$ cat config.mk
export PLATFORM = sky130hd
export DESIGN_NAME = gregorian_day_number_converter
export DESIGN_NICKNAME = d
export VERILOG_FILES = /design/src/rtl/core/gdn_pkg.sv /design/src/rtl/core/gdn_front.sv /design/src/rtl/core/gdn_civil.sv /design/src/rtl/core/gdn_tod.sv /design/src/rtl/core/gregorian_day_number_converter.sv
export SDC_FILE = /design/constraint.sdc
export NUM_CORES = 2
export LEC_CHECK = 0
export BUFFER_PORTS_ARGS = -buffer_cell sky130_fd_sc_hd__buf_2
export CORE_MARGIN = 10
export CORE_UTILIZATION = 60
export DETAILED_ROUTE_END_ITERATION = 10
export PLACE_DENSITY = 0.78
export SYNTH_ARGS = -nofsm -noshare
export SYNTH_HDL_FRONTEND = slang
export SYNTH_SLANG_ARGS = --single-unit
$ cat constraint.sdc
create_clock -name clk -period 16.15 [get_ports clk]
set_clock_uncertainty 0.2 [all_clocks]
set_input_delay 4.845 -clock clk [delete_from_list [all_inputs] [get_ports clk]]
set_output_delay 4.845 -clock clk [all_outputs]
set_load 0.01 [all_outputs]
$ cat src/rtl/core/gdn_pkg.sv
`default_nettype none

package gdn_pkg;

    localparam int DN_W    = 22;
    localparam int SN_W    = 23;
    localparam int MS_W    = 27;
    localparam int YEAR_W  = 14;
    localparam int MONTH_W = 4;
    localparam int DAY_W   = 5;
    localparam int HOUR_W  = 5;
    localparam int MIN_W   = 6;
    localparam int SEC_W   = 6;
    localparam int MSEC_W  = 10;

    // Year and day-of-year inside the date pipeline.
    localparam int YQ_W    = 15;
    localparam int Q100_W  = 9;
    localparam int DBY_W   = 24;
    localparam int DOY_W   = 9;

    localparam logic ACT_DECODE = 1'b0;
    localparam logic ACT_ENCODE = 1'b1;

    localparam logic [MS_W-1:0] MS_PER_DAY = 27'd86400000;

    // floor(2^32 * 2000 / 730485); the estimate is never above the true year.
    localparam logic [23:0] YEAR_RECIP = 24'd11759221;
    localparam logic [19:0] YEAR_DIV   = 20'd730485;

    // ceil(2^37 / 1000), exact for any 27-bit millisecond count.
    localparam logic [27:0] MSEC_RECIP = 28'd137438954;

    localparam int CIVIL_STAGES = 6;
    localparam int TOD_STAGES   = 4;
    localparam int TOD_DLY      = CIVIL_STAGES - TOD_STAGES;

    typedef struct packed {
        logic                 action;
        logic                 wrap;
        logic                 enc_bad;
        logic [SN_W-1:0]      sn;
        logic [MS_W-1:0]      ms;
        logic [YEAR_W-1:0]    year;
        logic [MONTH_W-1:0]   month;
        logic [DAY_W-1:0]     day;
    } front_t;

    typedef struct packed {
        logic [YEAR_W-1:0]    year;
        logic [MONTH_W-1:0]   month;
        logic [DAY_W-1:0]     day;
    } civ_t;

    typedef struct packed {
        logic [HOUR_W-1:0]    hours;
        logic [MIN_W-1:0]     minutes;
        logic [SEC_W-1:0]     seconds;
        logic [MSEC_W-1:0]    millis;
    } tod_t;

    // Days from 1 March to the first day of each month of the March-based year.
    function automatic logic [DOY_W-1:0] month_start(input logic [MONTH_W-1:0] mi);
        logic [DOY_W-1:0] d;
        case (mi)
            4'd0:    d = 9'd0;
            4'd1:    d = 9'd31;
            4'd2:    d = 9'd61;
            4'd3:    d = 9'd92;
            4'd4:    d = 9'd122;
            4'd5:    d = 9'd153;
            4'd6:    d = 9'd184;
            4'd7:    d = 9'd214;
            4'd8:    d = 9'd245;
            4'd9:    d = 9'd275;
            4'd10:   d = 9'd306;
            4'd11:   d = 9'd337;
            default: d = 9'd0;
        endcase
        return d;
    endfunction

    // y / 100 by reciprocal, exact for every 15-bit value.
    function automatic logic [Q100_W-1:0] div100(input logic [YQ_W-1:0] y);
        logic [27:0] prod;
        prod = {13'd0, y} * 28'd5243;
        return prod[27:19];
    endfunction

    // 365*y + y/4 - y/100 + y/400, with q = y/100 already known.
    function automatic logic [DBY_W-1:0] days_before(input logic [YQ_W-1:0]   y,
                                                     input logic [Q100_W-1:0] q);
        return DBY_W'(y) * 24'd365 + DBY_W'(y >> 2) - DBY_W'(q) + DBY_W'(q >> 2);
    endfunction

endpackage

`default_nettype wire

$ cat src/rtl/core/gdn_front.sv
`default_nettype none

module gdn_front (
    input  wire         clk,
    input  wire         rst_n,
    input  wire         start,
    input  wire         action,
    input  wire  [21:0] in_day_number,
    input  wire  [26:0] in_millis_of_day,
    input  wire  [13:0] in_year,
    input  wire  [3:0]  in_month,
    input  wire  [4:0]  in_day,
    input  wire  [4:0]  in_hours,
    input  wire  [5:0]  in_minutes,
    input  wire  [5:0]  in_seconds,
    input  wire  [9:0]  in_millis,
    output logic            fr_valid,
    output gdn_pkg::front_t fr
);
    import gdn_pkg::*;

    // First stage: decode carry, encode month shift and year/100.
    logic                wrap_next;
    logic [MS_W-1:0]     ms_dec_next;
    logic [SN_W-1:0]     sn_dec_next;
    logic [MONTH_W-1:0]  m_next;
    logic                late_next;
    logic                under_next;
    logic [YEAR_W-1:0]   y_enc_next;
    logic [Q100_W-1:0]   q100_next;
    logic [DOY_W-1:0]    off_next;
    logic                time_bad_next;

    logic                s1_valid_reg;
    logic                action_reg;
    logic                wrap_reg;
    logic [MS_W-1:0]     ms_dec_reg;
    logic [SN_W-1:0]     sn_dec_reg;
    logic                under_reg;
    logic [YEAR_W-1:0]   y_enc_reg;
    logic [Q100_W-1:0]   q100_reg;
    logic [DOY_W-1:0]    off_reg;
    logic                time_bad_reg;
    logic [YEAR_W-1:0]   year_reg;
    logic [MONTH_W-1:0]  month_reg;
    logic [DAY_W-1:0]    day_reg;
    logic [HOUR_W-1:0]   hours_reg;
    logic [MIN_W-1:0]    minutes_reg;
    logic [SEC_W-1:0]    seconds_reg;
    logic [MSEC_W-1:0]   millis_reg;

    // Second stage: day count of the encoded date and millisecond of the day.
    logic [DBY_W-1:0]    sum_next;
    logic [DBY_W-1:0]    dn_next;
    logic                neg_next;
    logic                over_next;
    logic [MS_W-1:0]     ms_enc_next;
    front_t              fr_next;

    logic                fr_valid_reg;
    front_t              fr_reg;

    always_comb
    begin
        wrap_next   = in_millis_of_day >= MS_PER_DAY;
        ms_dec_next = wrap_next ? in_millis_of_day - MS_PER_DAY : in_millis_of_day;
        sn_dec_next = {1'b0, in_day_number} + SN_W'(wrap_next);

        case (in_month) inside
            [4'd0:4'd2]: m_next = in_month + 4'd9;
            4'd15:       m_next = 4'd0;
            default:     m_next = in_month - 4'd3;
        endcase

        // January and February count as the end of the previous year.
        late_next     = m_next >= 4'd10;
        under_next    = (in_year == '0) && late_next;
        y_enc_next    = in_year - YEAR_W'(late_next);
        q100_next     = div100({1'b0, y_enc_next});
        off_next      = month_start(m_next);
        time_bad_next = (in_hours >= 5'd24) || (in_minutes >= 6'd60) ||
                        (in_seconds >= 6'd60) || (in_millis >= 10'd1000);
    end

    always_comb
    begin
        sum_next  = days_before({1'b0, y_enc_reg}, q100_reg) + DBY_W'(off_reg) +
                    DBY_W'(day_reg);
        dn_next   = sum_next - 24'd1;
        neg_next  = sum_next == '0;
        over_next = dn_next[DBY_W-1:DN_W] != '0;
        ms_enc_next = MS_W'(hours_reg) * 27'd3600000 + MS_W'(minutes_reg) * 27'd60000 +
                      MS_W'(seconds_reg) * 27'd1000 + MS_W'(millis_reg);

        fr_next.action  = action_reg;
        fr_next.wrap    = wrap_reg && (action_reg == ACT_DECODE);
        fr_next.enc_bad = time_bad_reg || under_reg || neg_next || over_next;
        fr_next.sn      = (action_reg == ACT_ENCODE) ? dn_next[SN_W-1:0] : sn_dec_reg;
        fr_next.ms      = (action_reg == ACT_ENCODE) ? ms_enc_next : ms_dec_reg;
        fr_next.year    = year_reg;
        fr_next.month   = month_reg;
        fr_next.day     = day_reg;
    end

    always_ff @(posedge clk or negedge rst_n)
    begin
        if (!rst_n)
        begin
            s1_valid_reg <= 1'b0;
            fr_valid_reg <= 1'b0;
        end
        else
        begin
            s1_valid_reg <= start;
            fr_valid_reg <= s1_valid_reg;
        end
    end

    always_ff @(posedge clk)
    begin
        action_reg   <= action;
        wrap_reg     <= wrap_next;
        ms_dec_reg   <= ms_dec_next;
        sn_dec_reg   <= sn_dec_next;
        under_reg    <= under_next;
        y_enc_reg    <= y_enc_next;
        q100_reg     <= q100_next;
        off_reg      <= off_next;
        time_bad_reg <= time_bad_next;
        year_reg     <= in_year;
        month_reg    <= in_month;
        day_reg      <= in_day;
        hours_reg    <= in_hours;
        minutes_reg  <= in_minutes;
        seconds_reg  <= in_seconds;
        millis_reg   <= in_millis;
        fr_reg       <= fr_next;
    end

    assign fr_valid = fr_valid_reg;
    assign fr       = fr_reg;

endmodule

`default_nettype wire

$ cat src/rtl/core/gdn_civil.sv
`default_nettype none

module gdn_civil (
    input  wire         clk,
    input  wire  [22:0] sn,
    output gdn_pkg::civ_t civ
);
    import gdn_pkg::*;

    logic [46:0]         prod1_next;
    logic [YQ_W-1:0]     q0_c1_reg;
    logic [SN_W-1:0]     sn_c1_reg;

    logic [34:0]         p_next;
    logic [33:0]         np_next;
    logic [34:0]         p_c2_reg;
    logic [33:0]         np_c2_reg;
    logic [YQ_W-1:0]     q0_c2_reg;
    logic [SN_W-1:0]     sn_c2_reg;

    logic [34:0]         r_next;
    logic [YQ_W-1:0]     y_c3_next;
    logic [YQ_W-1:0]     y_c3_reg;
    logic [SN_W-1:0]     sn_c3_reg;

    logic [YQ_W-1:0]     ym1_next;
    logic [YQ_W-1:0]     y_c4_reg;
    logic [YQ_W-1:0]     ym1_c4_reg;
    logic [Q100_W-1:0]   qa_c4_reg;
    logic [Q100_W-1:0]   qb_c4_reg;
    logic [SN_W-1:0]     sn_c4_reg;

    logic [24:0]         diff0_next;
    logic [24:0]         diff1_next;
    logic [YQ_W-1:0]     y_c5_next;
    logic [DOY_W-1:0]    doy_c5_next;
    logic [YQ_W-1:0]     y_c5_reg;
    logic [DOY_W-1:0]    doy_c5_reg;

    logic [MONTH_W-1:0]  mi_next;
    logic [YQ_W-1:0]     year_next;
    logic [DOY_W-1:0]    day_next;
    civ_t                civ_next;
    civ_t                civ_reg;

    // Year estimate from below; the true year is this or one more.
    assign prod1_next = 47'(sn) * 47'(YEAR_RECIP);

    assign p_next  = 35'(q0_c1_reg) * 35'(YEAR_DIV);
    assign np_next = 34'(sn_c1_reg) * 34'd2000 + 34'd2956;

    assign r_next    = 35'(np_c2_reg) - p_c2_reg;
    assign y_c3_next = q0_c2_reg + YQ_W'(r_next >= 35'(YEAR_DIV));

    assign ym1_next = y_c3_reg - 15'd1;

    always_comb
    begin
        diff0_next = 25'(sn_c4_reg) - 25'(days_before(y_c4_reg, qa_c4_reg));
        diff1_next = 25'(sn_c4_reg) - 25'(days_before(ym1_c4_reg, qb_c4_reg));
        // A negative day of year means the estimate ran one year ahead.
        if (diff0_next[24])
        begin
            y_c5_next   = ym1_c4_reg;
            doy_c5_next = diff1_next[DOY_W-1:0];
        end
        else
        begin
            y_c5_next   = y_c4_reg;
            doy_c5_next = diff0_next[DOY_W-1:0];
        end
    end

    always_comb
    begin
        mi_next = '0;
        for (int k = 1; k < 12; k++)
        begin
            if (doy_c5_reg >= month_start(MONTH_W'(k)))
            begin
                mi_next = MONTH_W'(k);
            end
        end
        year_next = y_c5_reg + YQ_W'(mi_next >= 4'd10);
        day_next  = doy_c5_reg - month_start(mi_next) + 9'd1;

        civ_next.year  = year_next[YEAR_W-1:0];
        civ_next.month = (mi_next < 4'd10) ? mi_next + 4'd3 : mi_next - 4'd9;
        civ_next.day   = day_next[DAY_W-1:0];
    end

    always_ff @(posedge clk)
    begin
        q0_c1_reg  <= prod1_next[46:32];
        sn_c1_reg  <= sn;
        p_c2_reg   <= p_next;
        np_c2_reg  <= np_next;
        q0_c2_reg  <= q0_c1_reg;
        sn_c2_reg  <= sn_c1_reg;
        y_c3_reg   <= y_c3_next;
        sn_c3_reg  <= sn_c2_reg;
        y_c4_reg   <= y_c3_reg;
        ym1_c4_reg <= ym1_next;
        qa_c4_reg  <= div100(y_c3_reg);
        qb_c4_reg  <= div100(ym1_next);
        sn_c4_reg  <= sn_c3_reg;
        y_c5_reg   <= y_c5_next;
        doy_c5_reg <= doy_c5_next;
        civ_reg    <= civ_next;
    end

    assign civ = civ_reg;

endmodule

`default_nettype wire

$ cat src/rtl/core/gdn_tod.sv
`default_nettype none

module gdn_tod (
    input  wire         clk,
    input  wire  [26:0] ms,
    output gdn_pkg::tod_t tod
);
    import gdn_pkg::*;

    logic [54:0]        tprod_next;
    logic [16:0]        t1_reg;
    logic [MS_W-1:0]    ms1_reg;

    logic [MS_W-1:0]    ml_next;
    logic [34:0]        uprod_next;
    logic [16:0]        t2_reg;
    logic [MSEC_W-1:0]  ml2_reg;
    logic [10:0]        u2_reg;

    logic [16:0]        s_next;
    logic [21:0]        hprod_next;
    logic [MSEC_W-1:0]  ml3_reg;
    logic [SEC_W-1:0]   s3_reg;
    logic [10:0]        u3_reg;
    logic [HOUR_W-1:0]  h3_reg;

    logic [10:0]        mi_next;
    tod_t               tod_reg;

    // Seconds of the day, then minutes of the day, then hours.
    assign tprod_next = 55'(ms) * 55'(MSEC_RECIP);

    assign ml_next    = ms1_reg - 27'(t1_reg) * 27'd1000;
    assign uprod_next = 35'(t1_reg) * 35'd139811;

    assign s_next     = t2_reg - 17'(u2_reg) * 17'd60;
    assign hprod_next = 22'(u2_reg) * 22'd1093;

    assign mi_next    = u3_reg - 11'(h3_reg) * 11'd60;

    always_ff @(posedge clk)
    begin
        t1_reg          <= tprod_next[53:37];
        ms1_reg         <= ms;
        t2_reg          <= t1_reg;
        ml2_reg         <= ml_next[MSEC_W-1:0];
        u2_reg          <= uprod_next[33:23];
        ml3_reg         <= ml2_reg;
        s3_reg          <= s_next[SEC_W-1:0];
        u3_reg          <= u2_reg;
        h3_reg          <= hprod_next[20:16];
        tod_reg.hours   <= h3_reg;
        tod_reg.minutes <= mi_next[MIN_W-1:0];
        tod_reg.seconds <= s3_reg;
        tod_reg.millis  <= ml3_reg;
    end

    assign tod = tod_reg;

endmodule

`default_nettype wire

$ cat src/rtl/core/gregorian_day_number_converter.sv
`default_nettype none

// Converts between a day count from 1 March of year 0 plus a millisecond of the day and a
// calendar date with a time of day. The block is a nine-stage pipeline: it takes a new item
// in every clock cycle, busy stays low, and the result of an item appears on the outputs
// with done high from the output registers. Results come out in
// the order the items went in and are shown for exactly one cycle, so the receiver must take
// them as they come. Most of the latency is the date path, which estimates the year with a
// reciprocal multiply, corrects it by one step and then finds the month by comparison.
module gregorian_day_number_converter (
    input  wire         clk,
    input  wire         rst_n,
    input  wire         start,
    output logic        busy,
    input  wire         action,
    input  wire  [21:0] in_day_number,
    input  wire  [26:0] in_millis_of_day,
    input  wire  [13:0] in_year,
    input  wire  [3:0]  in_month,
    input  wire  [4:0]  in_day,
    input  wire  [4:0]  in_hours,
    input  wire  [5:0]  in_minutes,
    input  wire  [5:0]  in_seconds,
    input  wire  [9:0]  in_millis,
    output logic        done,
    output logic [21:0] out_day_number,
    output logic [26:0] out_millis_of_day,
    output logic [13:0] out_year,
    output logic [3:0]  out_month,
    output logic [4:0]  out_day,
    output logic [4:0]  out_hours,
    output logic [5:0]  out_minutes,
    output logic [5:0]  out_seconds,
    output logic [9:0]  out_millis,
    output logic        invalid
);
    import gdn_pkg::*;

    logic               fr_valid;
    front_t             fr;
    civ_t               civ;
    tod_t               tod;

    logic               vld_reg  [CIVIL_STAGES];
    front_t             side_reg [CIVIL_STAGES];
    tod_t               tod_dly_reg [TOD_DLY];

    front_t             last;
    tod_t               tod_last;
    logic               match;
    logic               zero_out;

    logic               done_reg;
    logic [DN_W-1:0]    day_number_reg;
    logic [MS_W-1:0]    millis_of_day_reg;
    logic [YEAR_W-1:0]  year_reg;
    logic [MONTH_W-1:0] month_reg;
    logic [DAY_W-1:0]   day_reg;
    logic [HOUR_W-1:0]  hours_reg;
    logic [MIN_W-1:0]   minutes_reg;
    logic [SEC_W-1:0]   seconds_reg;
    logic [MSEC_W-1:0]  millis_reg;
    logic               invalid_reg;

    assign busy = 1'b0;

    gdn_front u_front (
        .clk              (clk),
        .rst_n            (rst_n),
        .start            (start),
        .action           (action),
        .in_day_number    (in_day_number),
        .in_millis_of_day (in_millis_of_day),
        .in_year          (in_year),
        .in_month         (in_month),
        .in_day           (in_day),
        .in_hours         (in_hours),
        .in_minutes       (in_minutes),
        .in_seconds       (in_seconds),
        .in_millis        (in_millis),
        .fr_valid         (fr_valid),
        .fr               (fr)
    );

    gdn_civil u_civil (
        .clk (clk),
        .sn  (fr.sn),
        .civ (civ)
    );

    gdn_tod u_tod (
        .clk (clk),
        .ms  (fr.ms),
        .tod (tod)
    );

    always_ff @(posedge clk or negedge rst_n)
    begin
        if (!rst_n)
        begin
            for (int i = 0; i < CIVIL_STAGES; i++)
            begin
                vld_reg[i] <= 1'b0;
            end
            done_reg <= 1'b0;
        end
        else
        begin
            vld_reg[0] <= fr_valid;
            for (int i = 1; i < CIVIL_STAGES; i++)
            begin
                vld_reg[i] <= vld_reg[i-1];
            end
            done_reg <= vld_reg[CIVIL_STAGES-1];
        end
    end

    // The item's own fields ride alongside the date pipeline; the time split is shorter
    // and is delayed to meet it.
    always_ff @(posedge clk)
    begin
        side_reg[0] <= fr;
        for (int i = 1; i < CIVIL_STAGES; i++)
        begin
            side_reg[i] <= side_reg[i-1];
        end
        tod_dly_reg[0] <= tod;
        for (int i = 1; i < TOD_DLY; i++)
        begin
            tod_dly_reg[i] <= tod_dly_reg[i-1];
        end
    end

    always_comb
    begin
        last     = side_reg[CIVIL_STAGES-1];
        tod_last = tod_dly_reg[TOD_DLY-1];
        // An encoded date is good only if it decodes back to what was given.
        match    = !last.enc_bad && (civ.year == last.year) &&
                   (civ.month == last.month) && (civ.day == last.day);
        zero_out = (last.action == ACT_ENCODE) && !match;
    end

    always_ff @(posedge clk)
    begin
        if (zero_out)
        begin
            day_number_reg    <= '0;
            millis_of_day_reg <= '0;
            year_reg          <= '0;
            month_reg         <= '0;
            day_reg           <= '0;
            hours_reg         <= '0;
            minutes_reg       <= '0;
            seconds_reg       <= '0;
            millis_reg        <= '0;
            invalid_reg       <= 1'b1;
        end
        else
        begin
            day_number_reg    <= last.sn[DN_W-1:0];
            millis_of_day_reg <= last.ms;
            year_reg          <= civ.year;
            month_reg         <= civ.month;
            day_reg           <= civ.day;
            hours_reg         <= tod_last.hours;
            minutes_reg       <= tod_last.minutes;
            seconds_reg       <= tod_last.seconds;
            millis_reg        <= tod_last.millis;
            invalid_reg       <= last.wrap;
        end
    end

    assign done              = done_reg;
    assign out_day_number    = day_number_reg;
    assign out_millis_of_day = millis_of_day_reg;
    assign out_year          = year_reg;
    assign out_month         = month_reg;
    assign out_day           = day_reg;
    assign out_hours         = hours_reg;
    assign out_minutes       = minutes_reg;
    assign out_seconds       = seconds_reg;
    assign out_millis        = millis_reg;
    assign invalid           = invalid_reg;

endmodule

`default_nettype wire

; After elaboration in Yosys (flattened, before gate mapping)
; Memory sizes are Yosys's and may differ from the RTL's. A register that Yosys moved wholly into a read port is not among the register bits.
; Cells that the tools add are included.
[totals]
in_bits = 103
word_cells = 189
register_bits = 692
output_inout_bits = 102
rom_bits = 288
mem_bits_rw = 510
n_memories = 4
[classes]
n_eq_ne = 4
mul = 18
reduce_logical = 18
mux = 19
add_sub_neg = 34
bitwise = 1
magnitude_cmp = 22
[memory_table]
columns = name, depth, word_bits, rd, rd_clocked_by_memory_dff, write_ports, line_no
row1 = side_reg, 6, 76, 6, 0, 6, gregorian_day_number_converter.sv:45  ; front_t side_reg [CIVIL_STAGES];
row2 = (no name shown), 16, 9, 1, 0, 0, gdn_pkg.sv:65  ; case (mi)
row3 = (no name shown), 16, 9, 1, 1, 0, gdn_pkg.sv:65
row4 = tod_dly_reg, 2, 27, 2, 1, 2, gregorian_day_number_converter.sv:46  ; tod_t tod_dly_reg [TOD_DLY];
[op_table]
columns = cell, count
row1 = $mul 15x13->28 const B, 2
row2 = $mux 27, 2
row3 = $mul 27x27->53 const B, 1
row4 = $mux 4, 13
row5 = $mul 23x24->47 const B, 1
row6 = $ge 9x8->1 const B, 4
row7 = $ge 35x20->1 const B, 1
row8 = $mul 15x20->35 const B, 1
row9 = $sub 34x35->35, 1
row10 = $add 34x12->34 const B, 1
row11 = $mul 17x18->34 const B, 1
row12 = $mul 23x7->30 const B, 1
row13 = $add 27x10->27, 1
row14 = $add 27x16->27, 1
row15 = $add 27x22->27, 1
row16 = $ge 27x27->1 const B, 1
row17 = $ge 9x9->1 const B, 3
row18 = $mul 14x13->27 const B, 1
row19 = $sub 27x27->27 const B, 1
row20 = $sub 23x24->25, 1
row21 = $add 23x12->24, 1
row22 = $add 24x13->24, 1
row23 = $add 24x5->24, 1
row24 = $add 24x6->24, 1
row25 = 56 further kinds, 73

; Logic depth before layout (Yosys ltp)
; An unclocked memory read counts as a cell.
[depth]
word_depth = 15
depth_mapped = 32
ltp_nobuf = 32

; Cells and area by module
; A second synthesis with hierarchy kept.
[unflattened]
hier_cells = 8824
area_unflattened_um2 = 93778.7
[modules_own_cells]
columns = mod, area_per_inst_um2, cells_per_inst, seq_area_each_um2, n_inst
row1 = gdn_civil, 41962.7, 4133, 5825.6, 1
row2 = gdn_front, 19322.3, 1928, 4274.1, 1
row3 = gdn_tod, 18163.7, 1777, 2162.1, 1
row4 = gregorian_day_number_converter, 14330.0, 986, 12266.8, 1

; Worst setup path after synthesis
; Ideal clock, no wire load.
[synth_timing]
kind = in2reg
start = in in_month[0]
end = reg u_front.q100_reg[7]
t_arrival_ps = 11540
t_required_ps = 15878
path_stages = 28
path_buffers = 0
path_slack_ps = 4338
setup_ps = 72
cell_sequence = inv_1 -> ha_1 -> nor2_1 -> nor2_1 -> o31ai_1 -> o31a_1 -> ha_1 -> nand2_1 -> nor3_1 -> xor2_1 -> fa_1 -> ha_1 -> fa_1 -> inv_1 -> fa_1 -> fa_1 -> inv_1 -> ha_1 -> a21o_1 -> a21o_1 -> a21oi_1 -> o211ai_1 -> o211a_1 -> o31ai_1 -> a21oi_1 -> and4_1 -> a2111oi_0 -> xnor2_1
[synth_via]
elab_chain_len = 6
[synth_lines]
columns = item, line_no
row1 = "start, declared", gregorian_day_number_converter.sv:19  ; input wire [3:0] in_month,
row2 = $sub 4x2->4 (tied with other cells), gdn_front.sv:72  ; default: m_next = in_month - 4'd3;
row3 = $mux 4 or $logic_and 1x1->1 (tied branches), -
row4 = $mux 4 (*), gdn_front.sv:69  ; case (in_month) inside
row5 = $ge 4x4->1 (*), gdn_front.sv:76  ; late_next = m_next >= 4'd10;
row6 = $sub 14x1->14 (*), gdn_front.sv:78  ; y_enc_next = in_year - YEAR_W'(late_next);
row7 = net u_front.y_enc_next[6], gdn_front.sv:29  ; logic [YEAR_W-1:0] y_enc_next;
row8 = $mul 14x13->27 (*), gdn_pkg.sv:86  ; prod = {13'd0, y} * 28'd5243;
row9 = net u_front.q100_next[7], gdn_front.sv:30  ; logic [Q100_W-1:0] q100_next;
row10 = "end signal, assigned", gdn_front.sv:127  ; q100_reg <= q100_next;
row11 = "end, declared", gdn_front.sv:41  ; logic [Q100_W-1:0] q100_reg;
; Mark *: on every way through the listed nets, which the timed path passes. The rest lies on a longest branch.
; A chain may end at the register's enable or synchronous reset.

; Worst setup path after layout
; Same ends and word-level chain as after synthesis.

==> results.ini <==
[run_status]
status=complete, no violations

[grt]
track_usage_pct=25.7
antenna_found_initial=15
grt_max_degree=98
grt_pass1_vias=62000
gr-total-overflow=0
grt_pass1_wl_um=333000

[die]
die-width_um=406
io-pin-count=205
core-area_um2=148000
die_h_um=406
num_rows=141
dieArea_um2=165000
initial_core_util_pct=60.4

[synthesis]
ys_ff_latch=1107
synthXorXnorAreaFrac_pct=4.26
yosysWarningCount=0
synth_top_family_by_area=adder cells
yosys.area.top_type=fa_1
ys_async_sr_fraction_pct=0.813
synth_edf_count=0
synthFlopType=dfxtp_1
synth_cell_types=86
synthMuxAreaShare_pct=0.803
synth_nets=11200
synth_adder_area_share_pct=49.7
synth_top_area_share_pct=26.0
avgSynthCellArea_um2=10.8
synth-compound-area-share_pct=6.49
synthTopCellsByArea=fa_1 (26%), dfxtp_1 (25%), ha_1 (24%)
synth-simple-area-share_pct=5.42
netlist_instances=8291
seq_area_frac_synth_pct=24.9
netlist_area_um2=89300

[worst_setup_path]
critPathMostFrequentCell=inv_1
slowest_stage=a21oi_1
cp_max_fo=13
start_kind=input pin
r2r-end=u_civil.y_c5_reg[12]
r2r_setup_slack_ns=7.59
reg2reg_from=u_civil.y_c4_reg[7]
critical-path-max-stage-delay_ns=0.62
critPathKind=in2reg
worstPathRequired_ns=16.53
reg2regPathDepth=26
cp.arrival_ns=13.34
cp-end-kind=register

[cts]
clk-insertion-delay-late_ns=0.75
cts_root_buffer=clkbuf_16
cts_buffers=111
cts_tree=built
post-cts-setup-buffer-count=0
cts_sinks=1107
cts_resized=0
clk_pin_slew_ns=0.06
postCtsHoldBufs=0
htreeDepth=3
clk_path_buf_depth=3

[final_layout]
finalInstanceArea_um2=96700
nets=11500
n_fill_cell=11300
drive_gt1_share_pct=5.80
area_growth_pct=8.21
fin_util_pct=65.4
largest_register_ffs=348

[drt]
avgViaCountPerCell=5.37
first_pass_iters=7
vias=56900
drtIter0Drc=3130
drc=0
wl_per_cell_um=19.5
ant_nets=0
drt_wl_total_um=207000

[timing]
post-route-min-period_ns=12.96
grt_setup_unrepaired=false
finalSetupViolCount=0
tightest_slew_ns=1.18
max_freq_mhz=77.2
maxSlewViolCount=0
tns_ns=0
hold_viol_final=0
fin_ws_ns=3.19
max_slew_margin_pct=20.9
period_share_pct=80.3

[worst_hold_path]
worstHoldEndpoint=side_reg[1][44]
hp-class=reg2reg
hold_depth=0
hold_path.startpoint=side_reg[0][44]

[place]
gp_congestion=0.974
hpwl_um=176000
post-place-ws_ns=2.49
postPlaceCellArea_um2=92700
placement.io_buffers=203

[run]
timing.max_cap.violations=0

worst max-delay path, delay by kind of cell:
kind	cells	cell delay (ns)
fa+ha+maj	8	3.01
simple gates	4	0.89
buf+inv	7	0.84
xor+xnor	2	0.46
compound gates	12	3.28
through the flow:
| step | cells | hold slack, ns |
|---|---|---|
| floorplan | 8291 | 0.110 |
| global placement | 10400 | 0.111 |
| detailed placement | 10400 | 0.112 |
| CTS | 10600 | 0.0789 |
| global route | 10600 | 0.0840 |
| finish | 10600 | 0.0783 |
metal layers:
layer / routed length (um) / GRT usage (%) / part of all wire (%)
met1: 85800 / 32.3 / 42
met2: 103000 / 45.3 / 50
met3: 9940 / 3.53 / 4.8
met4: 7830 / 8.65 / 3.8
met5: 32 / 0 / 0.015
Yosys cell counts, types with 117 or more instances:
master	count
nor2_1	212
o21ai_0	157
xor2_1	138
ha_1	1693
a21o_1	123
fa_1	1160
inv_1	1956
dfxtp_1	1098
a21oi_1	247
xnor2_1	294
and2_1	117
nand2_1	164
cell type report:
class / count / area [um^2] / area share (%)
Multi-Input combinational cell: 5178 / 59600 / 61.6
Clock inverter: 76 / 938 / 0.971
Clock buffer: 135 / 3060 / 3.17
Inverter: 1957 / 7350 / 7.60
Timing Repair Buffer: 214 / 1100 / 1.14
Sequential cell: 1107 / 22200 / 23.0
Tap cell: 1930 / 2410 / 2.50
Antenna cell: 2 / 5.00 / 0.00518
cells in the final DEF (no fill, tap or decap), types with 156 or more instances in the layout:
cell type and count:
buf_2 203, a21oi_1 247, xnor2_1 294, inv_1 1956, o21ai_0 156, dfxtp_1 1097, fa_1 1160, nor2_1 211
ha_1 1693, nand2_1 164
worst max-delay path by stage:
stage / startpoint / end / depth (start not counted)
2_1_floorplan: in_month[0] / u_front.q100_reg[7] / 28
3_3_place_gp: in_month[0] / u_front.q100_reg[7] / 33
3_5_place_dp: in_month[0] / u_front.q100_reg[7] / 33
4_1_cts: in_month[0] / u_front.q100_reg[7] / 33
5_1_grt: in_month[0] / u_front.q100_reg[7] / 32
6_report: in_month[0] / u_front.q100_reg[7] / 33
kinds of logic (layout without fill, tap and decap cells):
family                   count (synthesis)  count (layout)
AO/OA/AOI/OAI                          882             882
XOR/XNOR                               433             433
adder cells (fa/ha/maj)               2853            2853
buffers and inverters                 2006            2382
flip-flops                            1107            1107
multiplexers                            66              66
other                                    1               3
AND/OR/NAND/NOR                        943             943
Power is left out: the tool's default activity adds up to more than one toggle a clock period on the data nets, which glitch-free logic cannot reach.
